$ cat src/cau_pkg.sv
// ----------------------------------------------------------------------------
// cau_pkg
// Shared constants and types for the complex arithmetic unit.
// ----------------------------------------------------------------------------
package cau_pkg;

    localparam int WORD_BITS_DEF = 32;
    localparam int FRAC_BITS_DEF = 16;
    localparam int FUNC_BITS     = 3;

    localparam logic [FUNC_BITS-1:0] FN_ADD = 3'd0;
    localparam logic [FUNC_BITS-1:0] FN_SUB = 3'd1;
    localparam logic [FUNC_BITS-1:0] FN_MUL = 3'd2;
    localparam logic [FUNC_BITS-1:0] FN_DIV = 3'd3;
    localparam logic [FUNC_BITS-1:0] FN_EQ  = 3'd4;
    localparam logic [FUNC_BITS-1:0] FN_NE  = 3'd5;

    typedef struct packed {
        logic is_div;
        logic dz;
        logic neg_re;
        logic neg_im;
        logic cmp;
        logic sat;
    } cau_ctrl_t;

endpackage

$ cat src/cau_out.sv
// ----------------------------------------------------------------------------
// cau_out
// Quotient clamping, result packing and output register with skid stage.
// ----------------------------------------------------------------------------
module cau_out #(
    parameter int WORD_BITS = cau_pkg::WORD_BITS_DEF,
    parameter int NB        = 2 * WORD_BITS + 1 + cau_pkg::FRAC_BITS_DEF,
    parameter int OUT_BITS  = ((2 * WORD_BITS + 3 + 7) / 8) * 8
) (
    input  logic               clk,
    input  logic               rst_n,
    input  logic               in_valid,
    input  cau_pkg::cau_ctrl_t in_ctrl,
    input  logic [NB-1:0]      in_x_re,
    input  logic [NB-1:0]      in_x_im,
    output logic               en,
    output logic               m_tvalid,
    input  logic               m_tready,
    output logic [OUT_BITS-1:0] m_tdata
);

    localparam int W = WORD_BITS;
    localparam logic [W-1:0] MAXW = {1'b0, {(W-1){1'b1}}};
    localparam logic [W-1:0] MINW = {1'b1, {(W-1){1'b0}}};

    logic [NB-W:0]  hi_re, hi_im;
    logic           ovf_re, ovf_im;
    logic [W-1:0]   res_re, res_im, q_re, q_im;
    logic           sat;
    logic [OUT_BITS-1:0] word;

    always_comb
    begin
        hi_re = in_x_re[NB-1:W-1];
        hi_im = in_x_im[NB-1:W-1];
        if (in_ctrl.neg_re)
        begin
            ovf_re = (|hi_re[NB-W:1]) || (hi_re[0] && (|in_x_re[W-2:0]));
            q_re = ovf_re ? MINW : (-in_x_re[W-1:0]);
        end
        else
        begin
            ovf_re = |hi_re;
            q_re = ovf_re ? MAXW : in_x_re[W-1:0];
        end
        if (in_ctrl.neg_im)
        begin
            ovf_im = (|hi_im[NB-W:1]) || (hi_im[0] && (|in_x_im[W-2:0]));
            q_im = ovf_im ? MINW : (-in_x_im[W-1:0]);
        end
        else
        begin
            ovf_im = |hi_im;
            q_im = ovf_im ? MAXW : in_x_im[W-1:0];
        end
        if (in_ctrl.is_div)
        begin
            res_re = in_ctrl.dz ? '0 : q_re;
            res_im = in_ctrl.dz ? '0 : q_im;
            sat = !in_ctrl.dz && (ovf_re || ovf_im);
        end
        else
        begin
            res_re = in_x_re[W-1:0];
            res_im = in_x_im[W-1:0];
            sat = in_ctrl.sat;
        end
        word = OUT_BITS'({sat, in_ctrl.dz, in_ctrl.cmp, res_im, res_re});
    end

    logic                out_valid_reg, skid_valid_reg;
    logic [OUT_BITS-1:0] out_data_reg, skid_data_reg;
    logic                push;

    assign en   = !skid_valid_reg;
    assign push = in_valid && en;

    always_ff @(posedge clk or negedge rst_n)
    begin
        if (!rst_n)
        begin
            out_valid_reg  <= 1'b0;
            skid_valid_reg <= 1'b0;
        end
        else if (!out_valid_reg || m_tready)
        begin
            out_valid_reg  <= skid_valid_reg || push;
            skid_valid_reg <= 1'b0;
        end
        else if (push)
        begin
            skid_valid_reg <= 1'b1;
        end
    end

    always_ff @(posedge clk)
    begin
        if (!out_valid_reg || m_tready)
        begin
            out_data_reg <= skid_valid_reg ? skid_data_reg : word;
        end
        else if (push)
        begin
            skid_data_reg <= word;
        end
    end

    assign m_tvalid = out_valid_reg;
    assign m_tdata  = out_data_reg;

endmodule

$ cat config.mk
export PLATFORM = sky130hd
export DESIGN_NAME = cau_out
export DESIGN_NICKNAME = d
export VERILOG_FILES = /design/src/cau_pkg.sv /design/src/cau_out.sv
export SDC_FILE = /design/constraint.sdc
export NUM_CORES = 1
export LEC_CHECK = 0
export BUFFER_PORTS_ARGS = -buffer_cell sky130_fd_sc_hd__buf_2
export CORE_MARGIN = 1
export CORE_UTILIZATION = 50
export CTS_CLUSTER_DIAMETER = 30
export DETAILED_ROUTE_END_ITERATION = 12
export PLACE_DENSITY = 0.86
export SLEW_MARGIN = 20
export SYNTH_ARGS = -nofsm -noshare
export SYNTH_HDL_FRONTEND = slang
export SYNTH_SLANG_ARGS = --single-unit
$ cat constraint.sdc
create_clock -name clk -period 23.9 [get_ports clk]
set_clock_uncertainty 0.2 [all_clocks]
set_input_delay 1.195 -clock clk [delete_from_list [all_inputs] [get_ports clk]]
set_output_delay 1.195 -clock clk [all_outputs]
set_load 0.01 [all_outputs]
==> qor.yml <==
floorplan:
  placementRows: 46
  die_area_um2: 17200
  die_w_um: 131
  start_util: 0.519
  dieHeight_um: 131
  core_um2: 16100
  io_pins: 246
drt:
  viasPerCell: 6.48
  first_pass_iters: 6
  vias: 8127
  drc: 0
  antenna_left: 0
  postRouteWirelength_um: 26100
  wl_per_cell_um: 20.8
  first_iter_violations: 1051
synthesis:
  synth.area.top_cells: "edfxtp_1 (48%), a21oi_1 (3.4%), mux2_2 (3.4%)"
  netlist.area_leader.share: 0.483
  synth-seq-cells: 136
  synthArstFlopShare: 0.0147
  synth_ff_type: "edfxtp_1"
  yosysUniqueCellTypes: 83
  yosysTopAreaCell: "edfxtp_1"
  synth-edff-count: 134
  postSynthAreaPerCell_um2: 10.3
  ys_warn_count: 0
  synth_common_cells: "edfxtp_1 (134), nand2_1 (69), a21oi_1 (57)"
  synth-seq-area-share: 0.489
  netlist_area_um2: 8330
  syn_inst: 811
  yosysMostFrequentCell: "edfxtp_1"
cts:
  cts_tree: "done"
  h-tree-depth: 4
  clock_latency_ps: 430
  clkTransAtPathRegs_ps: 60
  numCtsBuffers: 17
  post_cts.repair.setup_buffers: 0
  cts_hold_buf: 0
  post_cts_resized: 0
  cts_root_buf: "clkbuf_16"
  clockBufferDepth: 2
  clock-sinks: 136
finish:
  syn2layout_area_growth_pct: 23.2
  drive_above_1_share: 0.333
  final_cell_area_um2: 10300
  final_nets: 1198
  layout.cells.non_filler: 1255
placement:
  dpl.cell_count: 1221
  dp_hpwl_um: 18400
  pre_cts_slack_ps: 19370
  place_area_um2: 9650
  gp_congestion: 0.973
  port_buffers: 240
grt:
  grt_max_degree: 71
  gr-total-overflow: 0
  antenna_found_initial: 1
  grt_pass1_vias: 7335
  grt_pass1_wl_um: 39100
  grt_use_total: 0.307
worst_hold_path:
  worstHoldPathType: "reg -> reg"
critical_path:
  crit_path_top_delay_cell: "o31ai_4"
  cp_max_fo: 11
  crit_buf_inv: 2
  path_cells: "buf_2, inv_1, ha_1, nor4b_1, nand4_1, o31ai_4, nand3_1, a221oi_1, mux2_2"
  criticalPathCategory: "in -> reg"
  cp.arrival_ps: 4310
  slowest_delay_ps: 680
  cpLargestDelayFamily: "simple AND/OR/NAND/NOR gates"
  start_kind: "primary input"
  critPathRequiredTime_ps: 23990
  critPathCaptureType: "register"
sta:
  max_freq_ghz: 0.237
  hold_viol: 0
  worstMarginPinSlew_ps: 1110
  setup_tns_ps: 0
  slew_headroom: 0.258
  slew_viol_final: 0
  setup_viol: 0
  holdWs_ps: 322
  worst_slack_ps: 19680
  fin_crit_sh: 0.176
  post-route-min-period_ps: 4220
  rsz0062_at_grt: "no"
pwr:
  cellLeakagePower_nw: 3.94
  vdd_drop_max_v: 0.0000587
  p_per_area_nw_per_um2: 66.6
status:
  status: "finished clean"
flow_run:
  cap_violations: 0
worst reg2reg max path: stages, from the launching register on:
cell,delay [ps]
dfrtp_1,380
nand2b_4,530
nor3b_2,350
buf_4,750
cells by family (layout without fill, tap and decap cells):
family                     after synthesis  after routing  synth area share
buffers and inverters                   92            313            0.0479
and+or+nand+nor                        307            307             0.201
other                                    1              8          0.000450
muxes                                   30             30            0.0406
adders and majority gates                2              2           0.00300
DFF                                    136            136             0.489
AOI/OAI and AO/OA                      243            243             0.217
final timing paths:
path | start | end | slack (ps) | cells past startpoint
setup reg to reg | m_tvalid | skid_data_reg[9] | 21260 | 3
min in group asynchronous | rst_n | m_tvalid | 340 | 1
hold / removal | skid_data_reg[56] | m_tdata[56] | 320 | 2
max in group asynchronous | rst_n | skid_valid_reg | 23050 | 1
setup / recovery | in_x_re[0] | m_tdata[11] | 19680 | 9
hold reg to reg | skid_data_reg[56] | m_tdata[56] | 320 | 2
final cells by class:
class / instances / area [um^2]
Clock buffer: 18 / 429
Sequential cell: 136 / 4080
Multi-Input combinational cell: 587 / 3910
Inverter: 31 / 116
Clock inverter: 13 / 173
Timing Repair Buffer: 251 / 1280
Fill cell: 1289 / 5800
Tap cell: 216 / 270
Antenna cell: 3 / 7.51
metal layers:
metal	wire length, um	global-route usage	part of all wire	up-vias
li1	-	-	-	3653
met1	9930	0.400	0.38	3779
met2	12000	0.476	0.46	594
met3	2910	0.0670	0.11	101
met4	1250	0.170	0.048	0
met5	0	0	0	-
report_power, final:
part	internal (mW)	leakage [nW]	switching (mW)
combinational	0.0455	2.33	0.0722
sequential	0.289	1.33	0.00550
clock	0.165	0.285	0.107
cell usage in the layout (no fill, tap or decap), types with 10 or more instances in the layout:
master and instances:
edfxtp_1 134, a221oi_1 16, o41ai_1 10, nor4_1 42, buf_4 11, clkbuf_16 17
o211ai_1 10, or4_1 19, and2_1 12, nand3_1 19, nand2_1 69, mux2_2 25
nor3_1 22, a31oi_1 16, or3_1 10, inv_1 29, nor2_1 51, o21ai_0 20
buf_2 240, a21oi_1 57, a211oi_1 12, nand2b_1 11, o31ai_1 18
through the flow:
step | total power [mW] | utilization
floorplan | 0.364 | -
global placement | 0.412 | 0.601
detailed placement | 0.414 | 0.601
CTS | 0.684 | 0.639
global route | 0.705 | 0.639
finish | 0.683 | 0.639
Power figures use the tool's default switching activity.
