--- src/cau_pkg.sv ---
// ----------------------------------------------------------------------------
// cau_pkg
// Shared constants and types for the complex arithmetic unit.
// ----------------------------------------------------------------------------
package cau_pkg;

    localparam int WORD_BITS_DEF = 32;
    localparam int FRAC_BITS_DEF = 16;
    localparam int FUNC_BITS     = 3;

    localparam logic [FUNC_BITS-1:0] FN_ADD = 3'd0;
    localparam logic [FUNC_BITS-1:0] FN_SUB = 3'd1;
    localparam logic [FUNC_BITS-1:0] FN_MUL = 3'd2;
    localparam logic [FUNC_BITS-1:0] FN_DIV = 3'd3;
    localparam logic [FUNC_BITS-1:0] FN_EQ  = 3'd4;
    localparam logic [FUNC_BITS-1:0] FN_NE  = 3'd5;

    typedef struct packed {
        logic is_div;
        logic dz;
        logic neg_re;
        logic neg_im;
        logic cmp;
        logic sat;
    } cau_ctrl_t;

endpackage

--- src/cau_div_cell.sv ---
// ----------------------------------------------------------------------------
// cau_div_cell
// One restoring division step for both result parts; passes other items on.
// ----------------------------------------------------------------------------
module cau_div_cell #(
    parameter int WORD_BITS = cau_pkg::WORD_BITS_DEF,
    parameter int NB        = 2 * WORD_BITS + 1 + cau_pkg::FRAC_BITS_DEF
) (
    input  logic                   clk,
    input  logic                   rst_n,
    input  logic                   en,
    input  logic                   in_valid,
    input  cau_pkg::cau_ctrl_t     in_ctrl,
    input  logic [2*WORD_BITS-1:0] in_den,
    input  logic [2*WORD_BITS-1:0] in_rem_re,
    input  logic [2*WORD_BITS-1:0] in_rem_im,
    input  logic [NB-1:0]          in_x_re,
    input  logic [NB-1:0]          in_x_im,
    output logic                   out_valid,
    output cau_pkg::cau_ctrl_t     out_ctrl,
    output logic [2*WORD_BITS-1:0] out_den,
    output logic [2*WORD_BITS-1:0] out_rem_re,
    output logic [2*WORD_BITS-1:0] out_rem_im,
    output logic [NB-1:0]          out_x_re,
    output logic [NB-1:0]          out_x_im
);

    localparam int PW = 2 * WORD_BITS;

    logic                 valid_reg;
    cau_pkg::cau_ctrl_t   ctrl_reg;
    logic [PW-1:0]        den_reg, rem_re_reg, rem_im_reg, rem_re_next, rem_im_next;
    logic [NB-1:0]        x_re_reg, x_im_reg, x_re_next, x_im_next;
    logic [PW:0]          r_re, r_im, d_ext, s_re, s_im;
    logic                 ge_re, ge_im;

    always_comb
    begin
        d_ext = {1'b0, in_den};
        r_re = {in_rem_re, in_x_re[NB-1]};
        r_im = {in_rem_im, in_x_im[NB-1]};
        ge_re = r_re >= d_ext;
        ge_im = r_im >= d_ext;
        s_re = ge_re ? (r_re - d_ext) : r_re;
        s_im = ge_im ? (r_im - d_ext) : r_im;
        if (in_ctrl.is_div)
        begin
            rem_re_next = s_re[PW-1:0];
            rem_im_next = s_im[PW-1:0];
            x_re_next = {in_x_re[NB-2:0], ge_re};
            x_im_next = {in_x_im[NB-2:0], ge_im};
        end
        else
        begin
            rem_re_next = in_rem_re;
            rem_im_next = in_rem_im;
            x_re_next = in_x_re;
            x_im_next = in_x_im;
        end
    end

    always_ff @(posedge clk or negedge rst_n)
    begin
        if (!rst_n)
        begin
            valid_reg <= 1'b0;
        end
        else if (en)
        begin
            valid_reg <= in_valid;
        end
    end

    always_ff @(posedge clk)
    begin
        if (en)
        begin
            ctrl_reg   <= in_ctrl;
            den_reg    <= in_den;
            rem_re_reg <= rem_re_next;
            rem_im_reg <= rem_im_next;
            x_re_reg   <= x_re_next;
            x_im_reg   <= x_im_next;
        end
    end

    assign out_valid  = valid_reg;
    assign out_ctrl   = ctrl_reg;
    assign out_den    = den_reg;
    assign out_rem_re = rem_re_reg;
    assign out_rem_im = rem_im_reg;
    assign out_x_re   = x_re_reg;
    assign out_x_im   = x_im_reg;

endmodule

--- config.mk ---
export PLATFORM = sky130hd
export DESIGN_NAME = cau_div_cell
export DESIGN_NICKNAME = d
export VERILOG_FILES = /design/src/cau_pkg.sv /design/src/cau_div_cell.sv
export SDC_FILE = /design/constraint.sdc
export NUM_CORES = 1
export LEC_CHECK = 0
export ABC_AREA = 1
export BUFFER_PORTS_ARGS = -buffer_cell sky130_fd_sc_hd__buf_2
export CAP_MARGIN = 20
export CORE_AREA = 5 5 276 278
export CTS_BUF_LIST = sky130_fd_sc_hd__clkbuf_16
export DETAILED_ROUTE_END_ITERATION = 7
export DIE_AREA = 0 0 281 283
export HOLD_SLACK_MARGIN = 0.12
export PLACE_DENSITY_LB_ADDON = 0.3
export SYNTH_ARGS = -nofsm -noshare
export SYNTH_HDL_FRONTEND = slang
export SYNTH_SLANG_ARGS = --single-unit
--- constraint.sdc ---
create_clock -name clk -period 1.52 [get_ports clk]
set_clock_uncertainty 0.1 [all_clocks]
set_input_delay 0.076 -clock clk [delete_from_list [all_inputs] [get_ports clk]]
set_output_delay 0.076 -clock clk [all_outputs]
set_load 0.05 [all_outputs]
==> metrics.csv <==
stage;metric;value;unit
synthesis;synth-seq-cells;361;
synthesis;yosys.area_share.simple;0.341;
grt;grt_max_degree;69;
grt;grt_usage;0.349;
sta;relSlewSlack;0.249;
final_layout;layout_commonest_cell;nand2_1;
setup_path;cp-end-kind;flop;
synthesis;syn_nets;4508;
final_layout;mostFrequentLayoutCells;nand2_1 (1,495), buf_4 (773), buf_2 (710), inv_1 (707), dlygate4sd3_1 (546);
synthesis;synth_compound_area_frac;0.0621;
sta;setup_ws;-0.623;ns
synthesis;synth.area.top_cells;edfxtp_1 (39%), nand2_1 (23%), inv_1 (10%);
grt;overflow;0;
final_layout;syn_to_final_growth;77.8;%
synthesis;syn_inst;4014;
synthesis;synthMuxAreaShare;0.000411;
floorplanning;die_w;281;µm
drt;route.detailed.drc;0;
synthesis;synth_xor_area_frac;0.0208;
drt;routed_via_density;5.00;
clock_tree;h-tree-depth;2;
grt;antenna_found_initial;18;
setup_path;required;1.78;ns
setup_path;path_class;in -> reg;
synthesis;synth_largest_area_cell;edfxtp_1;
final_layout;nNetsFinal;6602;
synthesis;synth_top_family_by_area;simple AND/OR/NAND/NOR gates;
drt;drtPass1Iterations;6;
synthesis;synthDistinctLibCells;40;
drt;wl_per_cell;20.9;µm
floorplanning;initial_utilization;0.372;
placed_design;dp_hpwl;109;mm
floorplanning;core_area;73700;µm²
grt;grt_pass1_vias;35127;
sta;slew_viol_final;0;
drt;via_count;35660;
floorplanning;num_rows;100;
sta;setup_viol;203;
clock_tree;clkTransAtPathRegs;0.07;ns
setup_path;critPathLaunchType;primary input;
setup_path;arrival;2.40;ns
clock_tree;cts_buffers;42;
sta;hold_ws;-0.308;ns
final_layout;drive_gt1_frac;0.360;
synthesis;synth_area;27400;µm²
sta;fmax;0.467;GHz
sta;hold_viol_final;3;
sta;layout_min_cycle_time;2.14;ns
floorplanning;die_h;283;µm
grt;grt_pass1_wl;210;mm
clock_tree;clockBufferDepth;3;
hold_path;worstHoldPathType;in -> reg;
synthesis;seq_area_frac_synth;0.396;
sta;rsz0062_at_grt;true;
placed_design;finalWeightedCongestion;1.02;
power;p_leak;25.2;nW
outcome;status;finished, violations left;
synthesis;syn_area_per_cell;6.82;µm²
synthesis;synthAdderAreaFrac;0.0599;
synthesis;synth_top_area_frac;0.395;
power;power_density;834;nW/µm²
drt;drt_iter0_drc;3063;
final_layout;final_core_util;0.661;
setup_path;path_max_fanout;8;
power;peakVddDrop;0.825;mV
synthesis;synth_warnings;0;
floorplanning;io_pins;725;
clock_tree;tritoncts;built;
sta;finalCritPeriodShare;1.41;
drt;ant_nets;0;
job;maxCapViolCount;0;
clock_tree;cts_sinks;361;
floorplanning;die_area;79500;µm²
sta;worstMarginPinSlew;1.12;ns
clock_tree;clockRootBuffer;clkbuf_16;
clock_tree;clk_latency;0.59;ns
drt;postRouteWirelength;149;mm
outcome;violations;hold timing, setup timing;
placed_design;io_buffers;724;
[through the flow]
stage                     power, mW  setup TNS, ns  cells  instance area, µm²  setup slack [ns]
after detailed placement       27.4        -175.90   6400               39000             -1.51
after floorplan                20.9         -69.06   4014               28300            -0.547
after global routing           42.2         -85.52   7122               48700            -0.652
after CTS                      39.5         -61.80   7058               46900            -0.491
final                          40.6         -77.64   7126               48700            -0.623
after global placement         27.3        -171.10   6400               39000             -1.46
[worst paths after layout]
kind / startpoint / to / slack (ns) / cells past startpoint
max in group asynchronous: rst_n / out_valid / 1.00 / 3
setup / recovery: in_den[24] / out_rem_re[8] / -0.62 / 18
hold / removal: in_x_re[80] / out_rem_re[0] / -0.31 / 3
setup reg to reg: out_valid / out_valid / 0.12 / 2
hold reg to reg: out_valid / out_valid / 0.96 / 2
min in group asynchronous: rst_n / out_valid / 0.22 / 3
[power breakdown]
part	switching [mW]	total, mW	internal, mW
Sequential	0.383	12.6	12.2
Clock	4.59	10.4	5.77
Combinational	10.9	17.7	6.76
Total	15.9	40.6	24.7
[repair_timing]
action / CTS / global route
cloned: 5 / 6
pin swaps: 40 / 97
buffers inserted: 33 / 43
resized for setup: 181 / 346
hold buffers: 543 / 6
endpoints found under the setup margin: 139 / 206
endpoints found under the hold margin: 675 / 9
[cell type report]
class / count / area (µm²)
Fill cell: 6110 / 25000
Timing Repair Buffer: 2125 / 16500
Multi-Input combinational cell: 2809 / 15800
Sequential cell: 361 / 10800
Inverter: 769 / 2980
Tap cell: 969 / 1210
Clock buffer: 42 / 1050
Clock inverter: 35 / 305
Antenna cell: 16 / 40.0
[synthesized netlist by cell type, drive strengths merged]
| cell | instances |
|---|---|
| a21oi | 105 |
| nor3 | 31 |
| buf | 28 |
| and2 | 5 |
| nor4 | 2 |
| ha | 128 |
| nand3 | 259 |
| xor2 | 63 |
| mux2 | 1 |
| or2 | 2 |
| fa | 2 |
| nor2 | 229 |
| inv | 769 |
| xnor2 | 2 |
| a21boi | 3 |
| edfxtp | 360 |
| nand2 | 1708 |
| o21ai | 189 |
| nand3b | 20 |
| dfrtp | 1 |
| o21bai | 22 |
| a21o | 3 |
| and3 | 1 |
| clkbuf | 51 |
| nand4 | 30 |
[flip-flops by register name, summed over array words and instances, names as in the netlist]
name        count
out_x_im       81
out_x_re       81
out_den        64
out_rem_im     64
out_rem_re     64
out_ctrl        6
out_valid       1
[cells by family after synthesis]
family | count (synthesis)
muxes | 1
and+or+nand+nor | 2287
DFF | 361
adders and majority gates | 130
buffers and inverters | 848
xor gates and xnor gates | 65
AOI/OAI and AO/OA | 322
[critical path, cell delays in order]
cell	delay, ns
buf_4	0.10
clkinvlp_4	0.21
ha_4	0.38
nand2_2	0.07
nor2_2	0.15
inv_2	0.07
nor2_4	0.12
nand2_2	0.07
nor2_4	0.13
nand3_4	0.12
nand2_4	0.10
nor2_4	0.06
nand2_8	0.13
buf_12	0.16
nor2_4	0.06
clkbuf_16	0.22
nand2_4	0.07
nand3_2	0.06
[metal layers]
| metal | vias up | track usage | routed length [µm] |
|---|---|---|---|
| met5 | - | 0 | 27 |
| li1 | 16757 | - | - |
| met3 | 539 | 0.0755 | 13500 |
| met1 | 16425 | 0.400 | 53600 |
| met4 | 4 | 0.208 | 11800 |
| met2 | 1935 | 0.595 | 69900 |
Power figures use the tool's default switching activity.
